[config.mk]
export PLATFORM = sky130hd
export DESIGN_NAME = attack_release_envelope_follower_unit
export DESIGN_NICKNAME = d
export VERILOG_FILES = /design/src/hdl/arenv_pkg.sv /design/src/hdl/attack_release_envelope_follower_unit.sv
export SDC_FILE = /design/constraint.sdc
export NUM_CORES = 2
export LEC_CHECK = 0
export ABC_AREA = 1
export BUFFER_PORTS_ARGS = -buffer_cell sky130_fd_sc_hd__buf_4
export CAP_MARGIN = 15
export CORE_MARGIN = 1.5
export CORE_UTILIZATION = 55
export DETAILED_ROUTE_END_ITERATION = 12
export PLACE_DENSITY = 0.8
export SLEW_MARGIN = 0
export SYNTH_ARGS = -nofsm -noshare
export SYNTH_HDL_FRONTEND = slang
export SYNTH_SLANG_ARGS = --single-unit
[constraint.sdc]
create_clock -name clock -period 16.4 [get_ports clock]
set_input_delay 0.82 -clock clock [delete_from_list [all_inputs] [get_ports clock]]
set_output_delay 0.82 -clock clock [all_outputs]
set_load 0.005 [all_outputs]
[src/hdl/arenv_pkg.sv]
// Shared constants and types for the attack/release envelope follower.
package arenv_pkg;

   localparam int unsigned CSR_INDEX_BITS = 2;

   typedef enum logic [CSR_INDEX_BITS-1:0] {
      CSR_COEF_ATTACK     = 2'd0,
      CSR_COEF_DECAY      = 2'd1,
      CSR_STEREO_MODE     = 2'd2,
      CSR_SLEEP_THRESHOLD = 2'd3
   } csr_index_type;

   localparam int unsigned SLEEP_THRESHOLD_RESET = 8389;
   localparam logic        STEREO_MODE_RESET     = 1'b1;

endpackage

[src/hdl/attack_release_envelope_follower_unit.sv]
// Attack/release envelope follower: input register, one-pole update, result register.
//
//  channel | direction | handshake                | payload
//  req     | in        | req_tvalid / req_tready  | tdata {sample_right, sample_left}, tlast
//  rsp     | out       | rsp_tvalid / rsp_tready  | tdata {block_peak, envelope}, tlast, tuser
//  csr     | in        | csr_wr_en                | csr_index, csr_wdata
//
// One request per cycle while the result is not stalled; an accepted request passes through the
// input register and then the result register, which raises rsp_tvalid.
// The envelope recurrence (compare, multiply, add) closes in the single compute stage.
// Synchronous active-high reset clears envelope, mode, block peak and valids, and loads
// the configuration reset values.
// A stalled result holds; the input register takes one more request, then req_tready
// stays low until the result register is freed.
module attack_release_envelope_follower_unit #(
   parameter int unsigned SAMPLE_BITS = 24,
   parameter int unsigned COEF_BITS   = 16
) (
   input  logic                                    clock,
   input  logic                                    reset,
   input  logic                                    req_tvalid,
   output logic                                    req_tready,
   // sample_left, sample_right, zero pad
   input  logic [((2*SAMPLE_BITS+7)/8)*8-1:0]      req_tdata,
   // last_in_block
   input  logic                                    req_tlast,
   output logic                                    rsp_tvalid,
   input  logic                                    rsp_tready,
   // envelope, block_peak, zero pad
   output logic [((2*SAMPLE_BITS+7)/8)*8-1:0]      rsp_tdata,
   // peak_valid
   output logic                                    rsp_tlast,
   // sleepy
   output logic                                    rsp_tuser,
   input  logic                                    csr_wr_en,
   input  logic [arenv_pkg::CSR_INDEX_BITS-1:0]    csr_index,
   input  logic [((SAMPLE_BITS > COEF_BITS) ? SAMPLE_BITS : COEF_BITS)-1:0] csr_wdata
);

   localparam int unsigned DATA_BITS = ((2*SAMPLE_BITS+7)/8)*8;

   // configuration
   logic [COEF_BITS-1:0]   coef_attack_ff;
   logic [COEF_BITS-1:0]   coef_decay_ff;
   logic                   stereo_mode_ff;
   logic [SAMPLE_BITS-1:0] sleep_threshold_ff;

   always_ff @(posedge clock) begin
      if (reset) begin
         coef_attack_ff     <= '0;
         coef_decay_ff      <= '0;
         stereo_mode_ff     <= arenv_pkg::STEREO_MODE_RESET;
         sleep_threshold_ff <= SAMPLE_BITS'(arenv_pkg::SLEEP_THRESHOLD_RESET);
      end else if (csr_wr_en) begin
         case (arenv_pkg::csr_index_type'(csr_index))
            arenv_pkg::CSR_COEF_ATTACK:     coef_attack_ff     <= csr_wdata[COEF_BITS-1:0];
            arenv_pkg::CSR_COEF_DECAY:      coef_decay_ff      <= csr_wdata[COEF_BITS-1:0];
            arenv_pkg::CSR_STEREO_MODE:     stereo_mode_ff     <= csr_wdata[0];
            arenv_pkg::CSR_SLEEP_THRESHOLD: sleep_threshold_ff <= csr_wdata[SAMPLE_BITS-1:0];
            default: ;
         endcase
      end
   end

   // handshake
   logic                   stage_valid_ff;
   logic                   rsp_valid_ff;
   logic                   rsp_load;
   logic                   stage_load;

   assign rsp_load   = stage_valid_ff && (!rsp_valid_ff || rsp_tready);
   assign req_tready = !stage_valid_ff || rsp_load;
   assign stage_load = req_tvalid && req_tready;

   // input register
   logic signed [SAMPLE_BITS-1:0] left_ff;
   logic signed [SAMPLE_BITS-1:0] right_ff;
   logic                          last_ff;

   always_ff @(posedge clock) begin
      if (reset) begin
         stage_valid_ff <= 1'b0;
      end else begin
         stage_valid_ff <= stage_load || (stage_valid_ff && !rsp_load);
      end
   end

   always_ff @(posedge clock) begin
      if (stage_load) begin
         left_ff  <= $signed(req_tdata[SAMPLE_BITS-1:0]);
         right_ff <= $signed(req_tdata[2*SAMPLE_BITS-1:SAMPLE_BITS]);
         last_ff  <= req_tlast;
      end
   end

   // envelope update
   logic [SAMPLE_BITS-1:0]              envelope_ff;
   logic                                attack_mode_ff;
   logic [SAMPLE_BITS-1:0]              running_peak_ff;

   logic signed [SAMPLE_BITS:0]         mid_sum;
   logic signed [SAMPLE_BITS-1:0]       sample_sel;
   logic [SAMPLE_BITS-1:0]              magnitude;
   logic                                attack_mode_in;
   logic [COEF_BITS-1:0]                coef_sel;
   logic signed [SAMPLE_BITS:0]         env_diff;
   logic signed [SAMPLE_BITS+COEF_BITS+1:0] product;
   logic signed [SAMPLE_BITS+COEF_BITS+1:0] product_scaled;
   logic [SAMPLE_BITS-1:0]              envelope_in;
   logic [SAMPLE_BITS-1:0]              block_peak;
   logic [SAMPLE_BITS-1:0]              running_peak_in;
   logic                                sleepy;

   always_comb begin
      mid_sum    = {left_ff[SAMPLE_BITS-1], left_ff} + {right_ff[SAMPLE_BITS-1], right_ff};
      sample_sel = stereo_mode_ff ? mid_sum[SAMPLE_BITS:1] : left_ff;
      magnitude  = sample_sel[SAMPLE_BITS-1] ? (~sample_sel + 1'b1) : sample_sel;

      if (attack_mode_ff) begin
         attack_mode_in = !(envelope_ff > magnitude);
      end else begin
         attack_mode_in = envelope_ff < magnitude;
      end
      coef_sel = attack_mode_in ? coef_attack_ff : coef_decay_ff;

      env_diff       = $signed({1'b0, envelope_ff}) - $signed({1'b0, magnitude});
      product        = $signed({1'b0, coef_sel}) * env_diff;
      product_scaled = product >>> COEF_BITS;
      envelope_in    = magnitude + product_scaled[SAMPLE_BITS-1:0];

      block_peak      = (envelope_in > running_peak_ff) ? envelope_in : running_peak_ff;
      running_peak_in = last_ff ? '0 : block_peak;
      sleepy          = !attack_mode_in && (envelope_in < sleep_threshold_ff);
   end

   always_ff @(posedge clock) begin
      if (reset) begin
         envelope_ff     <= '0;
         attack_mode_ff  <= 1'b0;
         running_peak_ff <= '0;
      end else if (rsp_load) begin
         envelope_ff     <= envelope_in;
         attack_mode_ff  <= attack_mode_in;
         running_peak_ff <= running_peak_in;
      end
   end

   // result register
   logic [SAMPLE_BITS-1:0] rsp_envelope_ff;
   logic [SAMPLE_BITS-1:0] rsp_peak_ff;
   logic                   rsp_last_ff;
   logic                   rsp_sleepy_ff;

   always_ff @(posedge clock) begin
      if (reset) begin
         rsp_valid_ff <= 1'b0;
      end else begin
         rsp_valid_ff <= rsp_load || (rsp_valid_ff && !rsp_tready);
      end
   end

   always_ff @(posedge clock) begin
      if (rsp_load) begin
         rsp_envelope_ff <= envelope_in;
         rsp_peak_ff     <= block_peak;
         rsp_last_ff     <= last_ff;
         rsp_sleepy_ff   <= sleepy;
      end
   end

   assign rsp_tvalid = rsp_valid_ff;
   assign rsp_tdata  = DATA_BITS'({rsp_peak_ff, rsp_envelope_ff});
   assign rsp_tlast  = rsp_last_ff;
   assign rsp_tuser  = rsp_sleepy_ff;

endmodule

# Yosys cells after proc, flatten, opt, wreduce, memory -nomap -nowiden

Cells that the tools add are included.

Add/sub/neg operators: 4
Multipliers: 1
Order comparisons: 4
Eq/ne operators: 3
Muxes and demuxes: 6
Bitwise gates (word level): 1
Reduce and logical (&&, ||, !) cells: 20

Operators with widths:

| operator                | count |
|---|---|
| $mux W24                | 4 |
| $gt A24 B24 Y1          | 2 |
| $lt A24 B24 Y1          | 2 |
| $mul A17 B25 Y40        | 1 |
| $add A24 B24 Y25        | 1 |
| $sub A24 B24 Y25        | 1 |
| $add A24 B1 Y24 const B | 1 |
| $add A24 B24 Y24        | 1 |
| $not A24 Y24            | 1 |
| $mux W16                | 1 |
| $reduce_and A2 Y1       | 4 |
| $logic_not A1 Y1        | 6 |
| $logic_and A1 B1 Y1     | 5 |
| $eq A2 B2 Y1 const B    | 2 |
| $logic_or A1 B1 Y1      | 4 |
| $eq A2 B1 Y1 const B    | 1 |
| $logic_not A2 Y1        | 1 |
| $mux W1                 | 1 |

Register bits: 207
Output and inout port bits: 52
Word-level logic and storage cells: 55

# Logic depth before layout (Yosys ltp)

Word-level depth: 14
Gate-level depth with buffers: 96

# Worst setup path before layout

Ideal clock, no wire load.

Kind: register to register
Start point: register left_ff[1]
End point: register running_peak_ff[17]
Setup time: 0.070 ns
Data arrival time: 14.104 ns
Path slack: 2.225 ns
Stages on the path, launching flop included: 89
Path through: edfxtp_1 -> inv_1 -> fa_1 -> inv_1 -> nand3_1 -> nand2_1 -> nand2_1 -> nand2_2 -> nand4_1 -> nand4_1 -> nand2_1 -> a21boi_2 -> clkinv_1 -> o21ai_0 -> inv_1 -> ha_1 -> nand3_1 -> nand2_1 -> (+53 left out) -> nand2_1 -> nand2_1 -> nand2_1 -> inv_1 -> nand2_1 -> nand2_1 -> ha_1 -> nand4_1 -> nor3_1 -> nand3_1 -> o2111ai_1 -> nand2_1 -> inv_1 -> clkbuf_1 -> nand2_1 -> o21ai_0 -> nand2_1 -> a21oi_1

Cells in the longest elaborated chain, start to end: 14
Elaborated cells on any way between the ends: 16
Classes of those cells: add/sub: 4; mul: 1; order compare: 3; mux: 6; bitwise: 1; reduce/logical: 1

RTL lines:

| element                | line                                         | RTL |
|---|---|---|
| from (decl)            | attack_release_envelope_follower_unit.sv:76  | `logic signed [SAMPLE_BITS-1:0] left_ff;` |
| from (signal assigned) | attack_release_envelope_follower_unit.sv:90  | `left_ff <= $signed(req_tdata[SAMPLE_BITS-1:0]);` |
| $add A24 B24 Y25       | attack_release_envelope_follower_unit.sv:115 | `mid_sum = {left_ff[SAMPLE_BITS-1], left_ff} + {right_ff[SAMPLE_BITS-1], right_ff};` |
| $mux W24 *             | attack_release_envelope_follower_unit.sv:116 | `sample_sel = stereo_mode_ff ? mid_sum[SAMPLE_BITS:1] : left_ff;` |
| $not A24 Y24           | attack_release_envelope_follower_unit.sv:117 | `magnitude = sample_sel[SAMPLE_BITS-1] ? (~sample_sel + 1'b1) : sample_sel;` |
| $add A24 B1 Y24        | attack_release_envelope_follower_unit.sv:117 |  |
| $mux W24 *             | attack_release_envelope_follower_unit.sv:117 |  |
| $gt A24 B24 Y1         | attack_release_envelope_follower_unit.sv:120 | `attack_mode_in = !(envelope_ff > magnitude);` |
| $logic_not A1 Y1       | attack_release_envelope_follower_unit.sv:120 |  |
| $mux W1                | attack_release_envelope_follower_unit.sv:119 | `if (attack_mode_ff) begin` |
| $mux W16               | attack_release_envelope_follower_unit.sv:124 | `coef_sel = attack_mode_in ? coef_attack_ff : coef_decay_ff;` |
| $mul A17 B25 Y40       | attack_release_envelope_follower_unit.sv:127 | `product = $signed({1'b0, coef_sel}) * env_diff;` |
| $add A24 B24 Y24 *     | attack_release_envelope_follower_unit.sv:129 | `envelope_in = magnitude + product_scaled[SAMPLE_BITS-1:0];` |
| net envelope_in[23]    | attack_release_envelope_follower_unit.sv:109 | `logic [SAMPLE_BITS-1:0] envelope_in;` |
| $gt A24 B24 Y1 *       | attack_release_envelope_follower_unit.sv:131 | `block_peak = (envelope_in > running_peak_ff) ? envelope_in : running_peak_ff;` |
| $mux W24 *             | attack_release_envelope_follower_unit.sv:131 |  |
| net block_peak[17]     | attack_release_envelope_follower_unit.sv:110 | `logic [SAMPLE_BITS-1:0] block_peak;` |
| $mux W24 *             | attack_release_envelope_follower_unit.sv:132 | `running_peak_in = last_ff ? '0 : block_peak;` |
| to (signal assigned)   | attack_release_envelope_follower_unit.sv:144 | `running_peak_ff <= running_peak_in;` |
| to (decl)              | attack_release_envelope_follower_unit.sv:99  | `logic [SAMPLE_BITS-1:0] running_peak_ff;` |

The timed path passes the listed nets; every way through them passes the cells marked *.
A chain may end at the register's enable or synchronous reset.

# Final worst setup path

Start point: register left_ff[1]
End point: register running_peak_ff[20]

The elaborated chain is that of the path after synthesis.

==> out/metrics.cfg <==
[run_status]
status=complete, no violations

[route]
drt_iter0_drc=1775
drc=0
post_drt_via_cell_ratio=5.35
dr.pass1.iters=5
wl_per_cell_um=17.4
wirelength_mm=69.9
ant_nets=0
vias=21540

[floorplan]
die_w_um=222
core_region_area_um2=47500
die-area_um2=49200
row_count=80
die_y_um=222
start_util_pct=55.4
io_pins=132

[cells_and_area]
antenna_cells=0
fill_cells=4054
final_layout_size_suffix_gt1_share_pct=10.6
fin_util_pct=61.3
syn_to_final_growth_pct=10.6
nNetsFinal=4063

[global_routing]
grt_pass1_wl_mm=112
grt_max_degree=58
grt-ovfl-total=0
grt_pass1_vias=21911
grt_util_all_layers_pct=29.0
grt_antenna_before_repair=0

[clock_network]
clock_path_buffers=3
clk_latency_ns=0.54
hold_buffers=0
cts_tree=built
root_buffer=clkbuf_16
cts_htree_levels=1
clkTransAtPathRegs_ns=0.07
cts_buffers=22
cts.sinks=207

[synth]
syn_area_um2=26300
syn_area_per_cell_um2=8.11
yosys.cell_types.count=60
synth-seq-cells=207
seq_area_frac_synth_pct=19.5
syn_nets=3919
syn_inst=3248
yosysWarnings=0

[worst_setup_path]
cpPeakStageDelay_ns=0.57
slowest_stage=fa_1
worstSetupStartpointType=flop
crit_start=left_ff[1]
crit_type=flop to flop
r2r_start=left_ff[1]
crit_path_end_kind=flop
r2r-end=running_peak_ff[20]
cp-endpoint=running_peak_ff[20]
arrival_ns=15.70
cp.required_ns=16.87
path_common_cell=nand2_1
r2r_slack_ns=1.17
r2r_cells=87
critPathMaxFanout=21

[sta]
min_period_ns=15.23
hold_viol=0
maxSlewViolCount=0
period_share_pct=92.9
fmax_ghz=0.0657
skew_ns=0.0258
slew_headroom_pct=30.9
finalSetupViolCount=0
tightestPinTransition_ns=1.04

[placement]
io_buffers=131
dp_hpwl_mm=56.1
place.gp.congestion=1.01

[run]
maxCapViolCount=0

[hold_path]
hold_class=input port to flop

-- Yosys cell counts (all sizes together) --
cell	n	share of area [%]
inv	745	11
nand2	643	9.4
fa	380	29
nor2	317	4.6
ha	211	10
a21oi	170	3.2
o21ai	169	3.6
dfxtp	108	8.2
edfxtp	99	11
nand3	90	1.9
xor2	71	2.4
clkbuf	48	0.68
buf	36	0.77
xnor2	29	0.96
nand4	26	0.62
or2	20	0.48
nor3	14	0.28
a21boi	9	0.28
a211oi	8	0.23
a31oi	6	0.14
clkinv	6	0.085
o21bai	5	0.16
a21o	4	0.11
nand3b	4	0.11
o211ai	4	0.11
o221ai	4	0.13
nor4	3	0.071
o31ai	3	0.085
a221oi	2	0.066
nor3b	2	0.057
o2111ai	2	0.066
o21a	2	0.057
a211o	1	0.033
a221o	1	0.038
a311oi	1	0.033
and2	1	0.024
mux2i	1	0.038
o311ai	1	0.033
or4	1	0.029
xnor3	1	0.085
-- area by class of cell --
cell class              instances  area (um2)  share of cell area [%]
clock inverters                15         185                   0.635
repair inverters                1        7.51                  0.0258
clock buffers                  25         604                    2.07
inverters                     751        2840                    9.73
well taps                     615         769                    2.64
flip-flops and latches        207        5130                    17.6
multi-input cells            2206       18100                    62.0
repair buffers                203        1540                    5.27
-- per-layer routing --
metal / track usage [%] / part of all wire [%] / wire length [um] / vias up
li1: - / - / - / 10203
met1: 37.1 / 39 / 27200 / 10168
met2: 47.4 / 46 / 32300 / 974
met3: 5.46 / 9.2 / 6460 / 195
met4: 14.5 / 5.6 / 3910 / 0
met5: 0 / 0 / 0 / -
-- worst max-delay path, delay by kind of cell, from the launching register on --
kind	cells	cell delay, ns
fa+ha+maj	11	4.91
simple gates	38	4.04
compound gates	21	3.54
buf+inv	15	1.96
flops	1	0.37
xor+xnor	2	0.33
-- cell families (layout without fill, tap and decap cells) --
group / count (synthesis) / after routing / share of synthesized area, %
xor gates and xnor gates: 101 / 101 / 3.41
and+or+nand+nor: 1121 / 1121 / 17.5
AOI/OAI and AO/OA: 392 / 392 / 8.47
buffers and inverters: 835 / 995 / 12.2
muxes: 1 / 1 / 0.0380
adders and majority gates: 591 / 591 / 38.9
DFF: 207 / 207 / 19.5
-- timing repair --
item | CTS | global route
buffers inserted | 0 | 5
resized for setup | 5 | 36
pin swaps | 0 | 2
setup endpoints to repair | 40 | 49
endpoints found under the hold margin | 0 | 0
cloned | 1 | 0
-- registers in the layout (all words and copies together), names as in the netlist --
register / flops
last_ff: 1
stage_valid_ff: 1
envelope_ff: 24
running_peak_ff: 24
coef_attack_ff: 16
rsp_tvalid: 1
rsp_peak_ff: 24
stereo_mode_ff: 1
rsp_tlast: 1
coef_decay_ff: 16
attack_mode_ff: 1
sleep_threshold_ff: 24
rsp_tuser: 1
rsp_envelope_ff: 24
right_ff: 24
left_ff: 24
-- cell usage in the layout, fill, tap and decap left out, types with 5 or more instances in the layout --
cell / instances
inv_1: 713
fa_1: 380
clkinv_1: 5
dfxtp_1: 108
ha_1: 211
nor2_2: 9
a31oi_1: 6
nand2_2: 21
inv_4: 5
buf_4: 200
nor3_1: 11
o21ai_4: 8
nand3_1: 82
a21oi_1: 169
or2_1: 10
o21ai_2: 13
or2_2: 9
o21ai_0: 134
o21ai_1: 14
nand2_1: 621
nor2_1: 307
nand3_2: 8
inv_2: 27
a21boi_2: 6
nand4_1: 26
a211oi_1: 8
clkinvlp_4: 7
edfxtp_1: 99
xor2_1: 71
clkbuf_16: 24
xnor2_1: 28
-- how the worst min path moves through the flow --
stage               cells past startpoint  slack, ns           startpoint                   to
floorplan                               0       0.43              last_ff            rsp_tlast
global placement                        2       0.45       envelope_ff[0]       envelope_ff[0]
detailed placement                      2       0.46  running_peak_ff[21]  running_peak_ff[21]
CTS                                     1       0.44        req_tdata[24]          right_ff[0]
global route                            1       0.43        req_tdata[24]          right_ff[0]
finish                                  1       0.45        req_tdata[24]          right_ff[0]
-- per-stage QoR --
stage / hold slack (ns) / area, um2 / TNS, ns / std cells / setup WS [ns]
floorplan: 0.427 / 26300 / 0 / 3248 / 2.23
global placement: 0.449 / 28200 / 0 / 3976 / 0.118
detailed placement: 0.456 / 28200 / -7.87 / 3976 / -0.388
CTS: 0.437 / 29000 / 0 / 4017 / 0.0220
global route: 0.434 / 29100 / -2.44 / 4023 / -0.167
finish: 0.448 / 29100 / 0 / 4023 / 1.17
Power is left out: the tool's default activity adds up to more than one toggle a clock period on the data nets, which glitch-free logic cannot reach.
